**src/rtl/lps_pkg.sv**
```systemverilog
`timescale 1ns / 1ps
package lps_pkg;

	localparam int PCT_W = 14;
	localparam int PCT_SCALE = 10000;
	localparam logic [PCT_W-1:0] PCT_A_RESET = 14'd9500;
	localparam logic [PCT_W-1:0] PCT_B_RESET = 14'd9900;

	// register byte addresses
	localparam logic [2:0] ADDR_PCT_A = 3'd0;
	localparam logic [2:0] ADDR_PCT_B = 3'd4;

	typedef struct packed {
		logic ins;  // insert the broadcast sample in order
		logic shl;  // shift the row one cell toward the head
	} lps_cell_ctrl_t;

endpackage

```
**src/rtl/lps_cell.sv**
```systemverilog
`timescale 1ns / 1ps
module lps_cell import lps_pkg::*; #(
	parameter int W = 32
) (
	input  logic           clk,
	input  logic           arst_n,
	input  lps_cell_ctrl_t ctrl,
	input  logic [W-1:0]   x,
	input  logic [W-1:0]   prev_val,
	input  logic           prev_vld,
	input  logic           prev_le,
	input  logic [W-1:0]   next_val,
	input  logic           next_vld,
	output logic [W-1:0]   val,
	output logic           vld,
	output logic           le
);

	logic [W-1:0] val_q;
	logic         vld_q;

	assign val = val_q;
	assign vld = vld_q;
	assign le  = vld_q && (val_q <= x);

	always_ff @(posedge clk or negedge arst_n) begin
		if (!arst_n) begin
			vld_q <= 1'b0;
		end else if (ctrl.shl) begin
			vld_q <= next_vld;
		end else if (ctrl.ins) begin
			vld_q <= vld_q | prev_vld;
		end
	end

	always_ff @(posedge clk) begin
		if (ctrl.shl) begin
			val_q <= next_val;
		end else if (ctrl.ins && !le) begin
			// left neighbor at or below the sample: sample lands here, else make room
			val_q <= prev_le ? x : prev_val;
		end
	end

endmodule

```
**config.mk**
```make
export PLATFORM = sky130hd
export DESIGN_NAME = lps_cell
export DESIGN_NICKNAME = d
export VERILOG_FILES = /design/src/rtl/lps_pkg.sv /design/src/rtl/lps_cell.sv
export SDC_FILE = /design/constraint.sdc
export NUM_CORES = 1
export LEC_CHECK = 0
export ABC_AREA = 1
export BUFFER_PORTS_ARGS = -buffer_cell sky130_fd_sc_hd__buf_2
export CAP_MARGIN = 20
export CELL_PAD_IN_SITES_DETAIL_PLACEMENT = 0
export CELL_PAD_IN_SITES_GLOBAL_PLACEMENT = 1
export CORE_MARGIN = 8
export CORE_UTILIZATION = 32
export CTS_BUF_LIST = sky130_fd_sc_hd__clkbuf_8
export DETAILED_ROUTE_END_ITERATION = 10
export PLACE_DENSITY_LB_ADDON = 0.05
export SLEW_MARGIN = 20
export SYNTH_ARGS = -nofsm -noshare
export SYNTH_HDL_FRONTEND = slang
export SYNTH_SLANG_ARGS = --single-unit
```
**constraint.sdc**
```tcl
create_clock -name clk -period 3.01 [get_ports clk]
set_input_delay 0.1505 -clock clk [delete_from_list [all_inputs] [get_ports clk]]
set_output_delay 0.1505 -clock clk [all_outputs]
set_load 0.005 [all_outputs]
```
* Word-level counts from Yosys, hierarchy flattened *
Index checks and enable logic that the tools add are counted.

storage, ports and cells
  register bits = 33
  input port bits = 103
  output and inout port bits = 34
  logic and storage cells = 14

operators by class
  order comparisons = 1
  mux-type cells = 5
  bitwise operators = 1
  reduce and logical (&&, ||, !) cells = 5

operators with widths
  cell                 count
  $mux W32             3
  $le A32 B32 Y1       1
  $reduce_bool A2 Y1   2
  $logic_and A1 B1 Y1  2
  $mux W1              2
  $logic_not A1 Y1     1
  $or A1 B1 Y1         1

* Logic depth before layout (Yosys ltp) *
  depth after elaboration = 6
  depth in mapped cells = 17

* Worst setup path after synthesis *
Ideal clock, no wire load.

  path type = register to register
  from = register val_q[23] (netlist: val[23])
  to = register val_q[0] (netlist: val[0]) (enable)
  library setup time = 390 ps
  arrival time = 2,004 ps
  data required time = 2,620 ps
  setup slack = 616 ps
  stages on the path, launching flop included = 12
  path buffers = 0
  period minus slack after synthesis = 2,394 ps
  cells stage by stage = edfxtp_1 > ha_1 > nand2_1 > nor2_2 > nand4_1 > nor2_2 > nand2_1 > nand2_1 > nand2_1 > nand2_1 > nand2_1 > nand2_1

between the ends
  cells in the longest elaborated chain, start to end = 5

ends and longest elaborated chain
  element                              line            text
  start: declaration                   lps_cell.sv:19  logic [W-1:0] val_q;
  start signal: assignment             lps_cell.sv:38  val_q <= next_val;
  start signal: assignment             lps_cell.sv:41  val_q <= prev_le ? x : prev_val;
  $le A32 B32 Y1                       lps_cell.sv:24  assign le = vld_q && (val_q <= x);
  $logic_and A1 B1 Y1                  lps_cell.sv:24
  $logic_not A1 Y1                     lps_cell.sv:39  end else if (ctrl.ins && !le) begin
  $logic_and A1 B1 Y1                  lps_cell.sv:39
  $reduce_bool A2 Y1 (no source line)  n/a

No other way between the ends.
A chain may end at the register's enable or synchronous reset.

* Final worst setup path *
  from = register val_q[23] (netlist: val[23])
  to = register val_q[7] (netlist: val[7]) (enable)

The elaborated chain is that of the path after synthesis.

==> metrics.md <==
| Metric | Value |
|---|---|
| GR Overflow Total | `0` |
| Buf/Inv on CP | `1` |
| Delay-heaviest family, CP | `simple AND/OR/NAND/NOR gates` |
| CP peak stage delay | `0.39 ns` |
| Syn Std Cell Area | `roughly 0.0025 mm²` |
| Antenna violations before repair | `1` |
| Die footprint | `~0.011 mm²` |
| Final Hold Vio Count | `0` |
| Leakage power | `between 1.5 and 2 nW` |
| Gr usage total | `between 10% and 20%` |
| Post-synth EDFFs | `32` |
| Top-area cell type share of the netlist area | `a little under two fifths` |
| Clock power frac | `34.3%` |
| Final Non-Filler Cells | `~570` |
| Fin worst setup slack | `around 0.88 ns` |
| Starting DRC count in detailed routing | `63` |
| Fmax | `469 MHz` |
| Hpwl dp | `roughly 6000 µm` |
| Seq/Total Area, Yosys | `between 30 and 40%` |
| Dpl ws | `about 0.83 ns` |
| Pint | `approximately 0.0011 W` |
| CTS Hold Bufs | `1` |
| Fin area | `~0.0034 mm²` |
| WS Path Type | `flop to flop` |
| Largest net degree at the start of global routing | `63` |
| Starting Density | `roughly a third` |
| # fillers | `823` |
| Clock sink count | `33` |
| Hold Path Class | `input port to flop` |
| WL/cell | `13.3 µm` |
| CTS H-Tree Depth | `2` |
| PD cells | `around 430 mW/mm²` |
| Crit start category | `flop` |
| Vias | `2471` |
| RSZ-0062 raised after global routing | `no` |
| Setup TNS | `0 ns` |
| Number of synthesis warnings | `0` |
| Routability cong. | `between 0.7 and 0.8` |
| FFs w/ async S/R, synth | `3.03%` |
| Crit path max fanout | `21` |
| First-pass GRT wire length | `~12000 µm` |
| Vias in the first global route | `roughly 2600` |
| CTS tree | `yes` |
| Slew at the pin with the worst max-slew slack | `approximately 0.56 ns` |
| ANT nets after route | `0` |
| Area growth from synthesis to layout | `36.7%` |
| # rows | `32` |
| CP Cell Sequence | `ha_1 -> nand2_1 -> nor2_2 -> nand4_1 -> nor2_2 -> nand2_1 -> nand2_1 -> nand2_1 -> nand2_1 -> nand2_1 -> nand2_1 -> buf_4` |
| Final Max Tran Viols | `0` |
| CTS clock-pin slew for the worst setup and hold paths | `approximately 0.07 ns` |
| Final setup viols | `0` |
| Drt via density | `4.37` |
| Chip Height | `between 100 and 150 µm` |
| Root Driver | `clkbuf_8` |
| Sw Pwr | `between 0.0004 and 0.0005 W` |
| Layout Skew | `between 0.007 and 0.008 ns` |
| Post-synth top cells | `104 x nand2_1, 60 x o21ai_0, 43 x inv_1` |
| Clock buffer count from CTS | `5` |
| Hold slack final | `roughly 0.11 ns` |
| Drc violations | `0` |
| Worst path slowest cell | `edfxtp_1` |
| CORE AREA | `around 0.0076 mm²` |
| Syn nets | `between 400 and 500` |
| Clock latency on the worst-skew pair | `~0.28 ns` |
| Most common cell on crit path | `nand2_1` |
| Cell taking the most area after synthesis | `edfxtp_1` |
| ANT cells | `0` |
| Drt pass-1 iters | `4` |
| Seq cells post-synth | `33` |
| Die width | `~100 µm` |
| Max rail drop VDD | `~220 µV` |
| Slew margin rel. | `between 60 and 70%` |
| Synth unique cells | `15` |
| Sequential group share of total power | `about two fifths` |
| CP Data Arrival Time | `approximately 2.1 ns` |
| Post-CTS Setup Bufs | `0` |
| Placed Area | `approximately 0.0033 mm²` |
| Period utilization | `between 70% and 80%` |
| DP Cell Count | `about 560` |
| Final nets | `roughly 600` |
| Layout cells sized above 1 | `between 30 and 40%` |
| Max cap viols | `0` |
| Crit. End Element | `flop` |
| Sw Share | `between 20% and 30%` |
| Io pins | `137` |
| Top_reg_cell synth | `edfxtp_1` |
| Most numerous cell in the Yosys netlist | `nand2_1` |
| Cts repair resizes | `0` |
| Post-Route WL | `between 7000 and 8000 µm` |
| Comb pwr share | `25.4%` |
| Fin crit period | `~2.1 ns` |
| Area contributors post-synth | `edfxtp_1 38%, ha_1 16%, nand2_1 16%` |
| Worst EP required | `2.97 ns` |
| Cell count after synthesis | `around 330` |
| Bufs on Longest Clock Path | `2` |
| I/O Buffers | `about 140` |
| Status | `complete, no violations` |
| Average size of a mapped cell | `7.63 µm²` |
[tightest hold or removal path: stages]
cell     delay, ns
buf_2         0.09
nand2_1       0.05
a21oi_1       0.05
[per-layer routing]
layer  part of all wire [%]  wire (µm)  track usage, %
met5                   0.12          9               0
met4                   0.39         29            3.72
met2                     48       3620            24.2
met1                     44       3290            14.8
met3                    7.4        558            4.85
[cell usage in the layout (no fill, tap or decap)]
master	instances
bufinv_16	2
nor2_2	4
nor2_1	13
nand4_1	2
a21o_1	1
nand2_1	104
a21oi_1	20
dlygate4sd3_1	1
edfxtp_1	32
o21ai_0	60
buf_4	4
buf_2	136
o21a_1	1
inv_1	43
clkinv_2	1
nand3_1	2
clkbuf_8	5
ha_1	32
dfrtp_1	1
[power groups by stage]
stage	Sequential, W	Combinational (W)	Clock, W
2_1_floorplan	0.000609	0.000200	0
3_3_place_gp	0.000602	0.000382	0
3_5_place_dp	0.000605	0.000383	0
4_1_cts	0.000594	0.000386	0.000530
5_1_grt	0.000601	0.000438	0.000545
6_report	0.000593	0.000374	0.000505
[metrics by stage]
step                      util (%)  power [W]
after floorplan                  -   0.000810
after global placement        43.0   0.000984
after global routing          44.9    0.00158
final                         44.9    0.00147
after detailed placement      43.0   0.000988
after CTS                     44.9    0.00151
[sequential cells by signal, indices dropped and copies added (netlist names)]
signal and count:
vld 1, val 32
[final timing paths]
path                       startpoint  endpoint  slack [ns]  cells past startpoint
hold reg to reg                   vld       vld        0.59                      2
hold / removal               prev_vld       vld        0.11                      3
setup / recovery              val[23]    val[7]        0.88                     12
min in group asynchronous      arst_n       vld        0.17                      2
max in group asynchronous      arst_n       vld        2.76                      2
setup reg to reg              val[23]    val[7]        0.88                     12
[cell families (layout without fill, tap and decap cells)]
family          after synthesis  count (layout)  share of synthesized area [%]
simple gates                125             125                           19.4
compound gates               82              82                           16.6
buf+inv                      57             192                           8.82
flops                        33              33                           39.3
fa+ha+maj                    32              32                           16.0
[layout make-up]
class                           count  area [µm²]  area share, %
Tap cell                          102         128           3.72
Sequential cell                    33         986           28.7
Inverter                           43         161           4.70
Multi-Input combinational cell    239        1300           38.0
Clock inverter                      3        65.1           1.90
Clock buffer                        5        68.8           2.01
Timing Repair Buffer              141         721           21.0
Power figures use the tool's default switching activity.
