## src/rtl/lps_div.sv

```systemverilog
`timescale 1ns / 1ps
module lps_div #(
	parameter int NW = 44,
	parameter int DW = 13
) (
	input  logic          clk,
	input  logic          arst_n,
	input  logic          start,
	input  logic [NW-1:0] num,
	input  logic [DW-1:0] den,
	output logic          done,
	output logic [NW-1:0] quo
);

	localparam int CW = $clog2(NW + 1);

	logic [NW-1:0] quo_q;
	logic [DW-1:0] rem_q;
	logic [DW-1:0] den_q;
	logic [CW-1:0] cnt_q;
	logic          busy_q;
	logic [DW:0]   trial;
	logic          fits;

	assign trial = {rem_q, quo_q[NW-1]};
	assign fits  = trial >= {1'b0, den_q};
	assign done  = !busy_q;
	assign quo   = quo_q;

	always_ff @(posedge clk or negedge arst_n) begin
		if (!arst_n) begin
			busy_q <= 1'b0;
			cnt_q  <= '0;
		end else if (start) begin
			busy_q <= 1'b1;
			cnt_q  <= CW'(NW);
		end else if (busy_q) begin
			cnt_q <= cnt_q - 1'b1;
			if (cnt_q == CW'(1)) begin
				busy_q <= 1'b0;
			end
		end
	end

	// restoring, one quotient bit per cycle
	always_ff @(posedge clk) begin
		if (start) begin
			quo_q <= num;
			rem_q <= '0;
			den_q <= den;
		end else if (busy_q) begin
			rem_q <= fits ? DW'(trial - {1'b0, den_q}) : trial[DW-1:0];
			quo_q <= {quo_q[NW-2:0], fits};
		end
	end

endmodule

```

## config.mk

```make
export PLATFORM = sky130hd
export DESIGN_NAME = lps_div
export DESIGN_NICKNAME = d
export VERILOG_FILES = /design/src/rtl/lps_div.sv
export SDC_FILE = /design/constraint.sdc
export NUM_CORES = 1
export LEC_CHECK = 0
export ABC_AREA = 1
export ABC_CLOCK_PERIOD_IN_PS = 2250
export BUFFER_PORTS_ARGS = -buffer_cell sky130_fd_sc_hd__buf_2
export CAP_MARGIN = 20
export CORE_MARGIN = 2
export CORE_UTILIZATION = 30
export CTS_CLUSTER_SIZE = 25
export DETAILED_ROUTE_END_ITERATION = 16
export SYNTH_ARGS = -nofsm -noshare
export SYNTH_HDL_FRONTEND = slang
export SYNTH_SLANG_ARGS = --single-unit
```

## constraint.sdc

```tcl
create_clock -name clk -period 2.25 [get_ports clk]
set_clock_uncertainty 0.15 [all_clocks]
set_input_delay 0.1125 -clock clk [delete_from_list [all_inputs] [get_ports clk]]
set_output_delay 0.1125 -clock clk [all_outputs]
set_load 0.05 [all_outputs]
```

Word-level counts from Yosys, hierarchy flattened
Cells that the tools add are included.
W data, S select, Z words.
- bits of input ports: 60
- bits in writable memories: 0
- latch bits: 0
- memories: 0
- bits in read-only memories: 0
- output and inout port bits: 45
- register bits: 77
- eq/ne operators: 1
- $lt $le $gt $ge: 1
- bitwise operators: 0
- muxes and demuxes: 8
- add/sub/neg operators: 2
- divide/modulo/power cells: 0
- multiply operators: 0
- reductions and logical operators: 2
- shift-type cells: 0
- operator list (operator ; count):
    $mux W44 ; 2
    $ge A14 B13 Y1 ; 1
    $mux W13 ; 1
    $sub A13 B13 Y13 ; 1
    $mux W6 ; 2
    $eq A6 B1 Y1 const B ; 1
    $sub A6 B1 Y6 const B ; 1
    $mux W1 ; 3
    $reduce_bool A2 Y1 ; 1
    $logic_not A1 Y1 ; 1

Logic depth before layout (Yosys ltp)
Gate-level depths: netlist of the first run.
- word-level depth: 4
- gate-level depth with buffers: 14

Least setup slack after synthesis of the first run
Ideal clock, no wire load.
- kind: flip-flop to flip-flop
- from: register quo_q[43], in the netlist quo[43]
- to: register quo_q[0], in the netlist quo[0], data pin
- arrival time: 2.041 ns
- path buffers: 1
- path slack: -0.193 ns
- cell stages (with the launch flop): 14
- required time: 1.847 ns
- cells stage by stage: edfxtp_1 -> inv_1 -> ha_1 -> inv_1 -> fa_1 -> nand2_1 -> nand2_1 -> nand3_1 -> nand2_2 -> nand2_4 -> nand3_4 -> buf_8 -> nand2_1 -> nand2_1
- longest elaborated chain between the ends: 3
- ends and longest elaborated chain (item ; RTL line ; source):
    start: declaration ; 17 ; logic [NW-1:0] quo_q;
    start signal: assignment ; 48 ; quo_q <= num;
    start signal: assignment ; 53 ; quo_q <= {quo_q[NW-2:0], fits};
    $ge A14 B13 Y1 ; 26 ; assign fits = trial >= {1'b0, den_q};
    $mux W44 ; 51 ; end else if (busy_q) begin
    $mux W44 ; 47 ; if (start) begin
Every way passes these cells. The select of a mux whose other input is x is not followed.
A chain may end at the register's enable or synchronous reset.

Worst setup path in the final report of the first run
- from: register quo_q[43], in the netlist quo[43]
- to: register rem_q[6]
- longest elaborated chain between the ends: 2
- elaborated cells between the ends (all ways): 3
- classes of those cells: add/sub (1); order compare (1); mux (1)
- ends and longest elaborated chain (item ; RTL line ; source):
    $sub A13 B13 Y13 / $ge A14 B13 Y1 (equally long branches) ; 52, 26 ;
    $mux W13 * ; 52 ; rem_q <= fits ? DW'(trial - {1'b0, den_q}) : trial[DW-1:0];
    end signal: assignment ; 52 ;
    end: declaration ; 18 ; logic [DW-1:0] rem_q;
Mark *: on every way between the ends. The rest lies on a longest branch, timed or not.

==> out/metrics.yaml, run 1 <==
clocking:
  htreeDepth: 3
  clock_path_buffers: 2
  clkTransAtPathRegs_ns: 0.06
  clkLatencyLatePin_ns: 0.33
  root_buffer: "clkbuf_16"
  cts.sinks: 77
  cts_made_buffers: 9
  tritoncts: "yes"
timing:
  slew_violations: 0
  tightest_slew_ns: 1.047
  period_needed_ns: 2.186
  fin_hold_ws_ns: 0.1771
  rsz0062_at_grt: "yes"
  setup_viol: 0
  relSlewSlack: 0.2992
  hold_viol_final: 0
  timing.final.crit_share: 0.9718
  fmax_mhz: 457.4
min_path:
  hold_depth: 5
  hold_start: "start"
  whs_endpoint: "rem_q[11]$_SDFFE_PP0P_"
  hold_class: "in -> reg"
yosys:
  synth_xor_area_frac: 0.01053
  synth_cells: 502
  synth_compound_area_frac: 0.02797
  syn_area_um2: 4160
  syn-num-nets: 578
  avgSynthCellArea_um2: 8.287
  ys_seq_elements: 77
  async_flop_share: 0.09091
  ys_types: 34
  yosysTopAreaCell: "edfxtp_1"
  yosys.area_share.adder: 0.04992
  yosys.area_share.simple: 0.3107
  ys_warn_count: 0
  synthMuxAreaShare: 0
  synth_flop_cell: "edfxtp_1"
  yosys.area.top_type_share: 0.4114
  yosysSeqAreaShare: 0.5161
  synth_area_leaders: "edfxtp_1 (41%), nand2_1 (20%), inv_1 (6.3%)"
  synth_top_family_by_area: "simple AND/OR/NAND/NOR gates"
  synth_edf_count: 57
  synth_most_common_cell: "nand2_1"
  synth_common_cells: "nand2_1 (219), inv_1 (70), edfxtp_1 (57)"
worst_setup_path:
  reg2reg_depth: 13
  start_kind: "flop"
  cpMaxStageDelayCell: "edfxtp_1"
  crit_buf_inv: 3
  crit_path_max_fanout: 6
  reg2reg_slack_ns: 0.06
  cpPeakStageDelay_ns: 0.41
  reg2reg_from: "quo[43]$_DFFE_PP_"
  path_cells: "inv_2, ha_4, inv_4, fa_2, nand2_2, nand2_2, nand3_2, nand2_4, nand2_8, buf_8, nand4_1, nand3_1, o21ai_1"
  critPathCaptureType: "flop"
  r2r-end: "rem_q[6]$_SDFFE_PP0P_"
  path_class: "reg -> reg"
  required_ns: 2.26
  arrival_ns: 2.20
  crit_family: "simple AND/OR/NAND/NOR gates"
  crit_top_cell: "nand2_2"
floorplanning:
  dieWidth_um: 121.8
  die_h_um: 121.8
  num_rows: 43
  core_area_um2: 13720
  start_util: 0.3032
  die-area_um2: 14830
  pin_count: 105
detailed_routing:
  vias_per_cell: 4.468
  drc: 0
  ant_nets: 0
  vias: 3860
  drt_iter0_drc: 204
  drt-wirelength-per-cell_um: 12.95
  wl_mm: 11.19
  dr.pass1.iters: 4
grt:
  grt_pass1_wl_mm: 17.75
  grt_max_degree: 52
  antenna_found_initial: 0
  grt.total_usage: 0.1539
  grt_overflow_total: 0
  grt_pass1_vias: 3732
cells_and_area:
  finalInstanceArea_um2: 6006
  drive_gt1_frac: 0.2412
  diodes: 0
  final_nets: 755
  synthToLayoutAreaGrowth_pct: 44.36
job:
  cap_violations: 0
placement:
  place_area_um2: 4883
  io_buffers: 104
  post-dp-hpwl_mm: 7.588
  gp_congestion: 0.9219
power:
  powerDensity_nw_per_um2: 999.0
  ir_worst_vdd_mv: 0.3647
  p_leak_nw: 3.015
run_status:
  status: "finished clean"
## kinds of logic after synthesis
kind of cell / Yosys count
AND/OR/NAND/NOR: 296
buffers and inverters: 88
flip-flops: 77
AO/OA/AOI/OAI: 20
adder cells (fa/ha/maj): 16
XOR/XNOR: 5
## worst max-delay path by stage
stage / startpoint / cells after the start / endpoint / slack (ns)
finish: quo[43]$_DFFE_PP_ / 13 / rem_q[6]$_SDFFE_PP0P_ / 0.06
global placement: quo[43]$_DFFE_PP_ / 13 / rem_q[0]$_SDFFE_PP0P_ / 0.10
global route: quo[43]$_DFFE_PP_ / 14 / rem_q[12]$_SDFFE_PP0P_ / -0.05
floorplan: quo[43]$_DFFE_PP_ / 13 / quo[0]$_DFFE_PP_ / -0.13
CTS: quo[43]$_DFFE_PP_ / 13 / rem_q[0]$_SDFFE_PP0P_ / 0.04
detailed placement: quo[43]$_DFFE_PP_ / 13 / rem_q[0]$_SDFFE_PP0P_ / 0.06
## metal layers
metal	wire length, µm	vias to the layer above	global-route usage
met2	5313	123	0.2570
met5	0	-	0
met4	162	0	0.05101
met3	646	15	0.03839
met1	5064	1770	0.1951
li1	-	1952	-
## metrics by stage
step / util / setup TNS [ns] / setup WS, ns / total power, mW / instances
after global routing: 0.4378 / -0.2907 / -0.05189 / 6.413 / 864
after floorplan: - / -0.4178 / -0.1306 / 3.619 / 502
after global placement: 0.3560 / 0 / 0.1031 / 4.062 / 776
final: 0.4378 / 0 / 0.06351 / 6.000 / 864
after CTS: 0.4245 / 0 / 0.04096 / 5.861 / 852
after detailed placement: 0.3560 / 0 / 0.06064 / 4.093 / 776
## where the power goes
| part | internal, mW | switching [mW] |
|---|---|---|
| combinational | 0.881 | 1.55 |
| sequential | 1.76 | 0.169 |
| clock | 1.08 | 0.560 |
## state kept, by name, summed over array words and instances (netlist names)
register / flops
den_q: 13
cnt_q: 6
rem_q: 13
busy_q: 1
quo: 44
## cell usage in the layout (no fill, tap or decap), drive strengths merged, types with 2 or more instances in the layout
master	instances
nand3	34
xnor2	4
clkbuf	11
nand4	17
nand2	224
nor3	3
nor4	2
dfxtp	13
dfrtp	7
dlygate4sd3	60
buf	120
inv	72
ha	15
and2	2
o21ai	10
nor2	15
bufinv	3
clkinv	2
a21oi	7
edfxtp	57
## worst min-delay path, cell delays in order
cell and delay (ns):
buf_2 0.15, nor2_1 0.08, buf_4 0.17, nand2_1 0.06, nand2_1 0.04
## cell type report
type,instances,area (µm²)
inverters,72,272.8
well taps,180,225.2
clock buffers,10,229.0
flip-flops and latches,77,2147
multi-input cells,338,1727
repair buffers,181,1294
clock inverters,6,111.4
fillers,1304,7714
## what timing repair did
item | 4_1_cts | 5_1_grt
hold buffers | 60 | 0
setup buffers | 0 | 10
gates resized for setup | 0 | 18
endpoints found under the hold margin | 64 | 0
setup endpoints to repair | 0 | 14
Power figures use the tool's default switching activity.
==> inputs of run 2 (changes only) <==
--- a/config.mk
+++ b/config.mk
@@ -6,13 +6,14 @@
 export NUM_CORES = 1
 export LEC_CHECK = 0
 export ABC_AREA = 1
-export ABC_CLOCK_PERIOD_IN_PS = 2250
+export ABC_CLOCK_PERIOD_IN_PS = 2700
 export BUFFER_PORTS_ARGS = -buffer_cell sky130_fd_sc_hd__buf_2
 export CAP_MARGIN = 20
 export CORE_MARGIN = 2
 export CORE_UTILIZATION = 30
 export CTS_CLUSTER_SIZE = 25
 export DETAILED_ROUTE_END_ITERATION = 16
+export RECOVER_POWER = 100
 export SYNTH_ARGS = -nofsm -noshare
 export SYNTH_HDL_FRONTEND = slang
 export SYNTH_SLANG_ARGS = --single-unit
==> constraint.sdc (replaced) <==
create_clock -name clk -period 2.7 [get_ports clk]
set_clock_uncertainty 0.15 [all_clocks]
set_input_delay 0.135 -clock clk [delete_from_list [all_inputs] [get_ports clk]]
set_output_delay 0.135 -clock clk [all_outputs]
set_load 0.05 [all_outputs]
==> out/metrics.yaml, run 2 (synthesis gave the netlist of run 1 again) <==
timing:
  hold_viol_final: 0  # unchanged
  relSlewSlack: 0.2883  # -0.01092
  fmax_mhz: 416.6  # -8.9%
  timing.final.crit_share: 0.8891  # -0.08272
  period_needed_ns: 2.400  # +0.2140 ns
  rsz0062_at_grt: "no"
  finalSetupTns_ns: 0  # unchanged
  setup_viol: 0  # unchanged
  tightest_slew_ns: 1.068  # +0.02024 ns
  slew_violations: 0  # unchanged
grt:
  grt_max_degree: 45  # -13%
  grt_pass1_vias: 3792  # +1.6%
  grt_pass1_wl_mm: 18.08  # +1.9%
  antenna_found_initial: 0  # unchanged
  grt_overflow_total: 0  # unchanged
  grt.total_usage: 0.1565  # +0.002615
placement:
  io_buffers: 104  # unchanged
  post-dp-hpwl_mm: 7.812  # +3.0%
  gp_congestion: 0.8875  # -3.7%
floorplanning:
  num_rows: 43  # unchanged
  dieWidth_um: 121.8  # unchanged
  start_util: 0.3032  # unchanged
  die-area_um2: 14830  # unchanged
  core_area_um2: 13720  # unchanged
  die_h_um: 121.8  # unchanged
  pin_count: 105  # unchanged
cells_and_area:
  drive_gt1_frac: 0.1302  # -0.1110
  layout_common_cells: "nand2_1 (220), inv_1 (70), dlygate4sd3_1 (58)"
  final_common_cell: "nand2_1"
  diodes: 0  # unchanged
  largest_reg_flops: 44  # unchanged
  final_nets: 739  # -2.1%
  synthToLayoutAreaGrowth_pct: 36.90
detailed_routing:
  ant_nets: 0  # unchanged
  wl_mm: 11.04  # -1.3%
  drc: 0  # unchanged
  vias_per_cell: 4.429  # -0.86%
  vias: 3756  # -2.7%
  dr.pass1.iters: 4  # unchanged
  drt_iter0_drc: 151  # -26%
  drt-wirelength-per-cell_um: 13.01  # +0.51%
worst_setup_path:
  start_kind: "flop"
  r2r-end: "rem_q[2]$_SDFFE_PP0P_"
  critPathCaptureType: "flop"
  crit_end: "rem_q[2]$_SDFFE_PP0P_"
  cp-startpoint: "quo[43]$_DFFE_PP_"
  arrival_ns: 2.51  # +0.31 ns
  reg2reg_depth: 13  # unchanged
  path_class: "reg -> reg"
  required_ns: 2.81  # +0.55 ns
  reg2reg_slack_ns: 0.30  # +0.24 ns
  reg2reg_from: "quo[43]$_DFFE_PP_"
  crit_path_max_fanout: 15  # +9
clocking:
  clock_path_buffers: 2  # unchanged
  cts_made_buffers: 9  # unchanged
  post_cts_buffers: 0  # unchanged
  cts.repair.resized: 0  # unchanged
  root_buffer: "clkbuf_16"
  cts.sinks: 77  # unchanged
  tritoncts: "yes"
  clkLatencyLatePin_ns: 0.33  # about the same
  clkTransAtPathRegs_ns: 0.06  # about the same
  htreeDepth: 3  # unchanged
power:
  power_mw: 4.802  # -20%
  powerDensity_nw_per_um2: 843.1  # -16%
  ir_worst_vdd_mv: 0.3780  # +3.7%
  p_leak_nw: 2.777  # -7.9%
min_path:
  hold_class: "in -> async"
run_status:
  status: "finished clean"
job:
  cap_violations: 0  # unchanged
[run 2: report_power, final]
group	internal, mW	switching, mW	leakage (nW)	total (mW)
sequential	1.47	0.138	0.796	1.61
clock	0.899	0.465	0.161	1.36
combinational	0.623	1.21	1.82	1.83
total	2.99	1.81	2.78	4.80
[run 2: how the worst min path moves through the flow]
stage / to / slack (ns)
finish: cnt_q[4]$_DFFE_PN0P_ / 0.08
detailed placement: cnt_q[4]$_DFFE_PN0P_ / -0.17
CTS: cnt_q[4]$_DFFE_PN0P_ / 0.003
global route: cnt_q[0]$_DFFE_PN0P_ / 0.11
global placement: cnt_q[4]$_DFFE_PN0P_ / -0.17
floorplan: busy_q$_DFF_PN0_ / -0.31
[run 2: cell type report]
| class | instances | area (µm²) |
|---|---|---|
| Clock inverter | 5 | 98.84 |
| Sequential cell | 77 | 2147 |
| Clock buffer | 11 | 232.7 |
| Timing Repair Buffer | 166 | 1079 |
| Fill cell | 1407 | 8024 |
| Tap cell | 180 | 225.2 |
| Multi-Input combinational cell | 337 | 1643 |
| Inverter | 72 | 270.3 |
[run 2: timing repair]
item,4_1_cts,5_1_grt
hold endpoints to repair,64,0
hold buffers,58,0
endpoints found under the setup margin,0,0
[run 2: through the flow]
| step | instances | worst slack, ns | hold WS (ns) | util | cell area [µm²] |
|---|---|---|---|---|---|
| detailed placement | 774 | 0.3367 | -0.1719 | 0.3547 | 4866 |
| global placement | 774 | 0.3968 | -0.1747 | 0.3547 | 4866 |
| finish | 848 | 0.2995 | 0.08259 | 0.4151 | 5695 |
| CTS | 848 | 0.3185 | 0.003136 | 0.4212 | 5778 |
| global route | 848 | 0.1005 | 0.1146 | 0.4151 | 5695 |
| floorplan | 502 | 0.2566 | -0.3106 | - | 4160 |
[run 2: worst max-delay path, cell delays in order, from the launching register on]
cell,delay [ns]
edfxtp_1,0.38
inv_1,0.10
ha_1,0.15
inv_1,0.07
fa_1,0.42
nand2_1,0.09
nand2_1,0.06
nand3_1,0.07
nand2_1,0.11
nand2_4,0.18
nand3_4,0.21
nand2_1,0.12
nand2_1,0.05
o21ai_0,0.17
[run 2: metal layers]
layer / GRT usage / vias up / wire, µm
li1: - / 1920 / -
met4: 0.05388 / 0 / 202
met3: 0.04073 / 13 / 673
met2: 0.2601 / 136 / 5045
met1: 0.1976 / 1687 / 5114
met5: 0 / - / 0
==> inputs of run 3 (changes only) <==
--- a/config.mk
+++ b/config.mk
@@ -6,13 +6,14 @@
 export NUM_CORES = 1
 export LEC_CHECK = 0
 export ABC_AREA = 1
-export ABC_CLOCK_PERIOD_IN_PS = 2700
+export ABC_CLOCK_PERIOD_IN_PS = 2280
 export BUFFER_PORTS_ARGS = -buffer_cell sky130_fd_sc_hd__buf_2
 export CAP_MARGIN = 20
 export CORE_MARGIN = 2
-export CORE_UTILIZATION = 30
+export CORE_UTILIZATION = 49
 export CTS_CLUSTER_SIZE = 25
 export DETAILED_ROUTE_END_ITERATION = 16
+export PLACE_DENSITY = 0.75
 export RECOVER_POWER = 100
 export SYNTH_ARGS = -nofsm -noshare
 export SYNTH_HDL_FRONTEND = slang
==> constraint.sdc (replaced) <==
create_clock -name clk -period 2.28 [get_ports clk]
set_clock_uncertainty 0.15 [all_clocks]
set_input_delay 0.114 -clock clk [delete_from_list [all_inputs] [get_ports clk]]
set_output_delay 0.114 -clock clk [all_outputs]
set_load 0.05 [all_outputs]
==> out/metrics.yaml, run 3 (synthesis gave the netlist of run 1 again) <==
power:
  powerDensity_nw_per_um2: 945.1  # +12%
  ir_worst_vdd_mv: 0.5506  # +46%
  p_leak_nw: 2.804  # +0.95%
floorplanning:
  dieWidth_um: 96.14  # -21%
  num_rows: 33  # -23%
  core_area_um2: 8217  # -40%
  die-area_um2: 9243  # -38%
  start_util: 0.5063  # +0.2031
  pin_count: 105  # unchanged
  die_h_um: 96.14  # -21%
worst_setup_path:
  crit_buf_inv: 2  # unchanged
  path_cells: "inv_2, ha_2, inv_2, fa_2, nand2_1, nand2_1, nand3_1, nand2_2, nand2_4, nand3_4, nand2_2, nand2_1"
  arrival_ns: 2.15  # -0.36 ns
  crit_top_cell: "nand2_1"
  path_class: "reg -> reg"
  cpMaxStageDelayCell: "edfxtp_1"
  crit_family: "simple AND/OR/NAND/NOR gates"
  cpPeakStageDelay_ns: 0.40  # -0.02 ns
  required_ns: 2.24  # -0.57 ns
  critPathCaptureType: "flop"
  start_kind: "flop"
  crit_path_max_fanout: 8  # -7
grt:
  grt_pass1_vias: 3899  # +2.8%
  grt_overflow_total: 0  # unchanged
  antenna_found_initial: 0  # unchanged
  grt_max_degree: 51  # +13%
  grt_pass1_wl_mm: 18.26  # +1.0%
  grt.total_usage: 0.2604  # +0.1038
cells_and_area:
  ff_latch_area_um2: 2147  # unchanged
  diodes: 0  # unchanged
  final_nets: 748  # +1.2%
  multi_input_area_um2: 1697  # +3.3%
  final_common_cell: "nand2_1"
  nFillCells: 611  # -57%
  synthToLayoutAreaGrowth_pct: 35.13
  fin_cells: 782  # -7.8%
  drive_gt1_frac: 0.1713  # +0.04110
  largest_reg_flops: 44  # unchanged
  layout_common_cells: "nand2_1 (217), inv_1 (67), buf_2 (62)"
detailed_routing:
  wl_mm: 11.38  # +3.1%
  drt_iter0_drc: 331  # +120%
  vias: 4034  # +7.4%
  vias_per_cell: 5.159  # +16%
  drt-wirelength-per-cell_um: 14.55  # +12%
  drc: 0  # unchanged
  dr.pass1.iters: 5  # +1
  ant_nets: 0  # unchanged
clocking:
  clkLatencyLatePin_ns: 0.35  # +0.02 ns
  tritoncts: "yes"
  cts.sinks: 77  # unchanged
  htreeDepth: 3  # unchanged
  clkTransAtPathRegs_ns: 0.08  # +0.02 ns
  root_buffer: "clkbuf_8"
  clock_path_buffers: 2  # unchanged
  cts_made_buffers: 9  # unchanged
timing:
  slew_violations: 0  # unchanged
  hold_viol_final: 0  # unchanged
  period_needed_ns: 2.188  # -0.2125 ns
  tightest_slew_ns: 1.064  # -0.003085 ns
  fmax_mhz: 457.1  # +9.7%
  relSlewSlack: 0.2878  # -0.0005650
  fin_hold_ws_ns: 0.02646  # -0.05614 ns
  setup_viol: 0  # unchanged
  rsz0062_at_grt: "yes"
  timing.final.crit_share: 0.9596  # +0.07057
job:
  cap_violations: 0  # unchanged
run_status:
  status: "finished clean"
min_path:
  hold_class: "in -> reg"
placement:
  post-dp-hpwl_mm: 7.134  # -8.7%
  io_buffers: 104  # unchanged
  gp_congestion: 0.9486  # +6.9%
  place_inst: 703  # -9.2%
==> run 3: changes by cell type in the layout (fill, tap and decap cells not counted), moves of 4 or more <==
cell / previous run / this run
clkbuf_8: 0 / 9
clkbuf_16: 9 / 1
clkbuf_1: 50 / 43
buf_2: 56 / 62
buf_4: 1 / 7
o21ai_0: 10 / 4
o21ai_1: 0 / 5
nand3_1: 29 / 25
nand3_2: 2 / 6
==> run 3: per-layer routing <==
metal | track usage | share of wire | routed length, µm
met1 | 0.3271 | 0.40 | 4564
met4 | 0.08690 | 0.029 | 326
met3 | 0.06813 | 0.086 | 980
met5 | 0 | 0 | 0
met2 | 0.4358 | 0.48 | 5509
==> run 3: worst paths after layout <==
path	startpoint	to	slack, ns	cells after the start
max reg2reg	quo[43]$_DFFE_PP_	quo[0]$_DFFE_PP_	0.09	12
min in group asynchronous	arst_n	cnt_q[2]$_DFFE_PN0P_	0.57	3
max	quo[43]$_DFFE_PP_	quo[0]$_DFFE_PP_	0.09	12
min	start	den_q[2]$_DFFE_PP_	0.03	1
min reg2reg	rem_q[5]$_SDFFE_PP0P_	rem_q[5]$_SDFFE_PP0P_	0.33	2
max in group asynchronous	arst_n	cnt_q[5]$_DFFE_PN0P_	1.16	3
==> run 3: per-stage QoR <==
| step | utilization | cell area, µm² | TNS, ns | setup slack [ns] | total power, mW |
|---|---|---|---|---|---|
| after global routing | 0.6842 | 5622 | -0.1109 | -0.02557 | 5.671 |
| after global placement | 0.5832 | 4792 | 0 | 0.1611 | 3.974 |
| after CTS | 0.6813 | 5598 | 0 | 0.07418 | 5.223 |
| after floorplan | - | 4163 | -0.2330 | -0.1006 | 3.571 |
| after detailed placement | 0.5832 | 4792 | 0 | 0.1072 | 4.020 |
| final | 0.6842 | 5622 | 0 | 0.09206 | 5.313 |
==> run 3: area by class of cell <==
class,count,share of cell area
Clock buffer,10,0.02270
Clock inverter,6,0.01558
Inverter,72,0.04807
Multi-Input combinational cell,338,0.3018
Sequential cell,77,0.3819
Tap cell,105,0.02337
Timing Repair Buffer,174,0.2065
==> run 3: repair_timing <==
item,4_1_cts,5_1_grt
hold buffers,59,0
gates resized for setup,0,12
hold endpoints to repair,64,0
setup endpoints to repair,0,9
buffers inserted,0,2
==> run 3: power breakdown <==
part | switching (mW) | internal (mW) | total [mW]
Combinational | 1.50 | 0.783 | 2.28
Clock | 0.518 | 0.617 | 1.14
Sequential | 0.162 | 1.73 | 1.90
==> run 3: worst register-to-register path, cell delays in order, from the launching register on <==
cell	delay (ns)
edfxtp_1	0.40
inv_2	0.07
ha_2	0.16
inv_2	0.05
fa_2	0.37
nand2_1	0.08
nand2_1	0.06
nand3_1	0.08
nand2_2	0.09
nand2_4	0.13
nand3_4	0.15
nand2_2	0.10
nand2_1	0.05
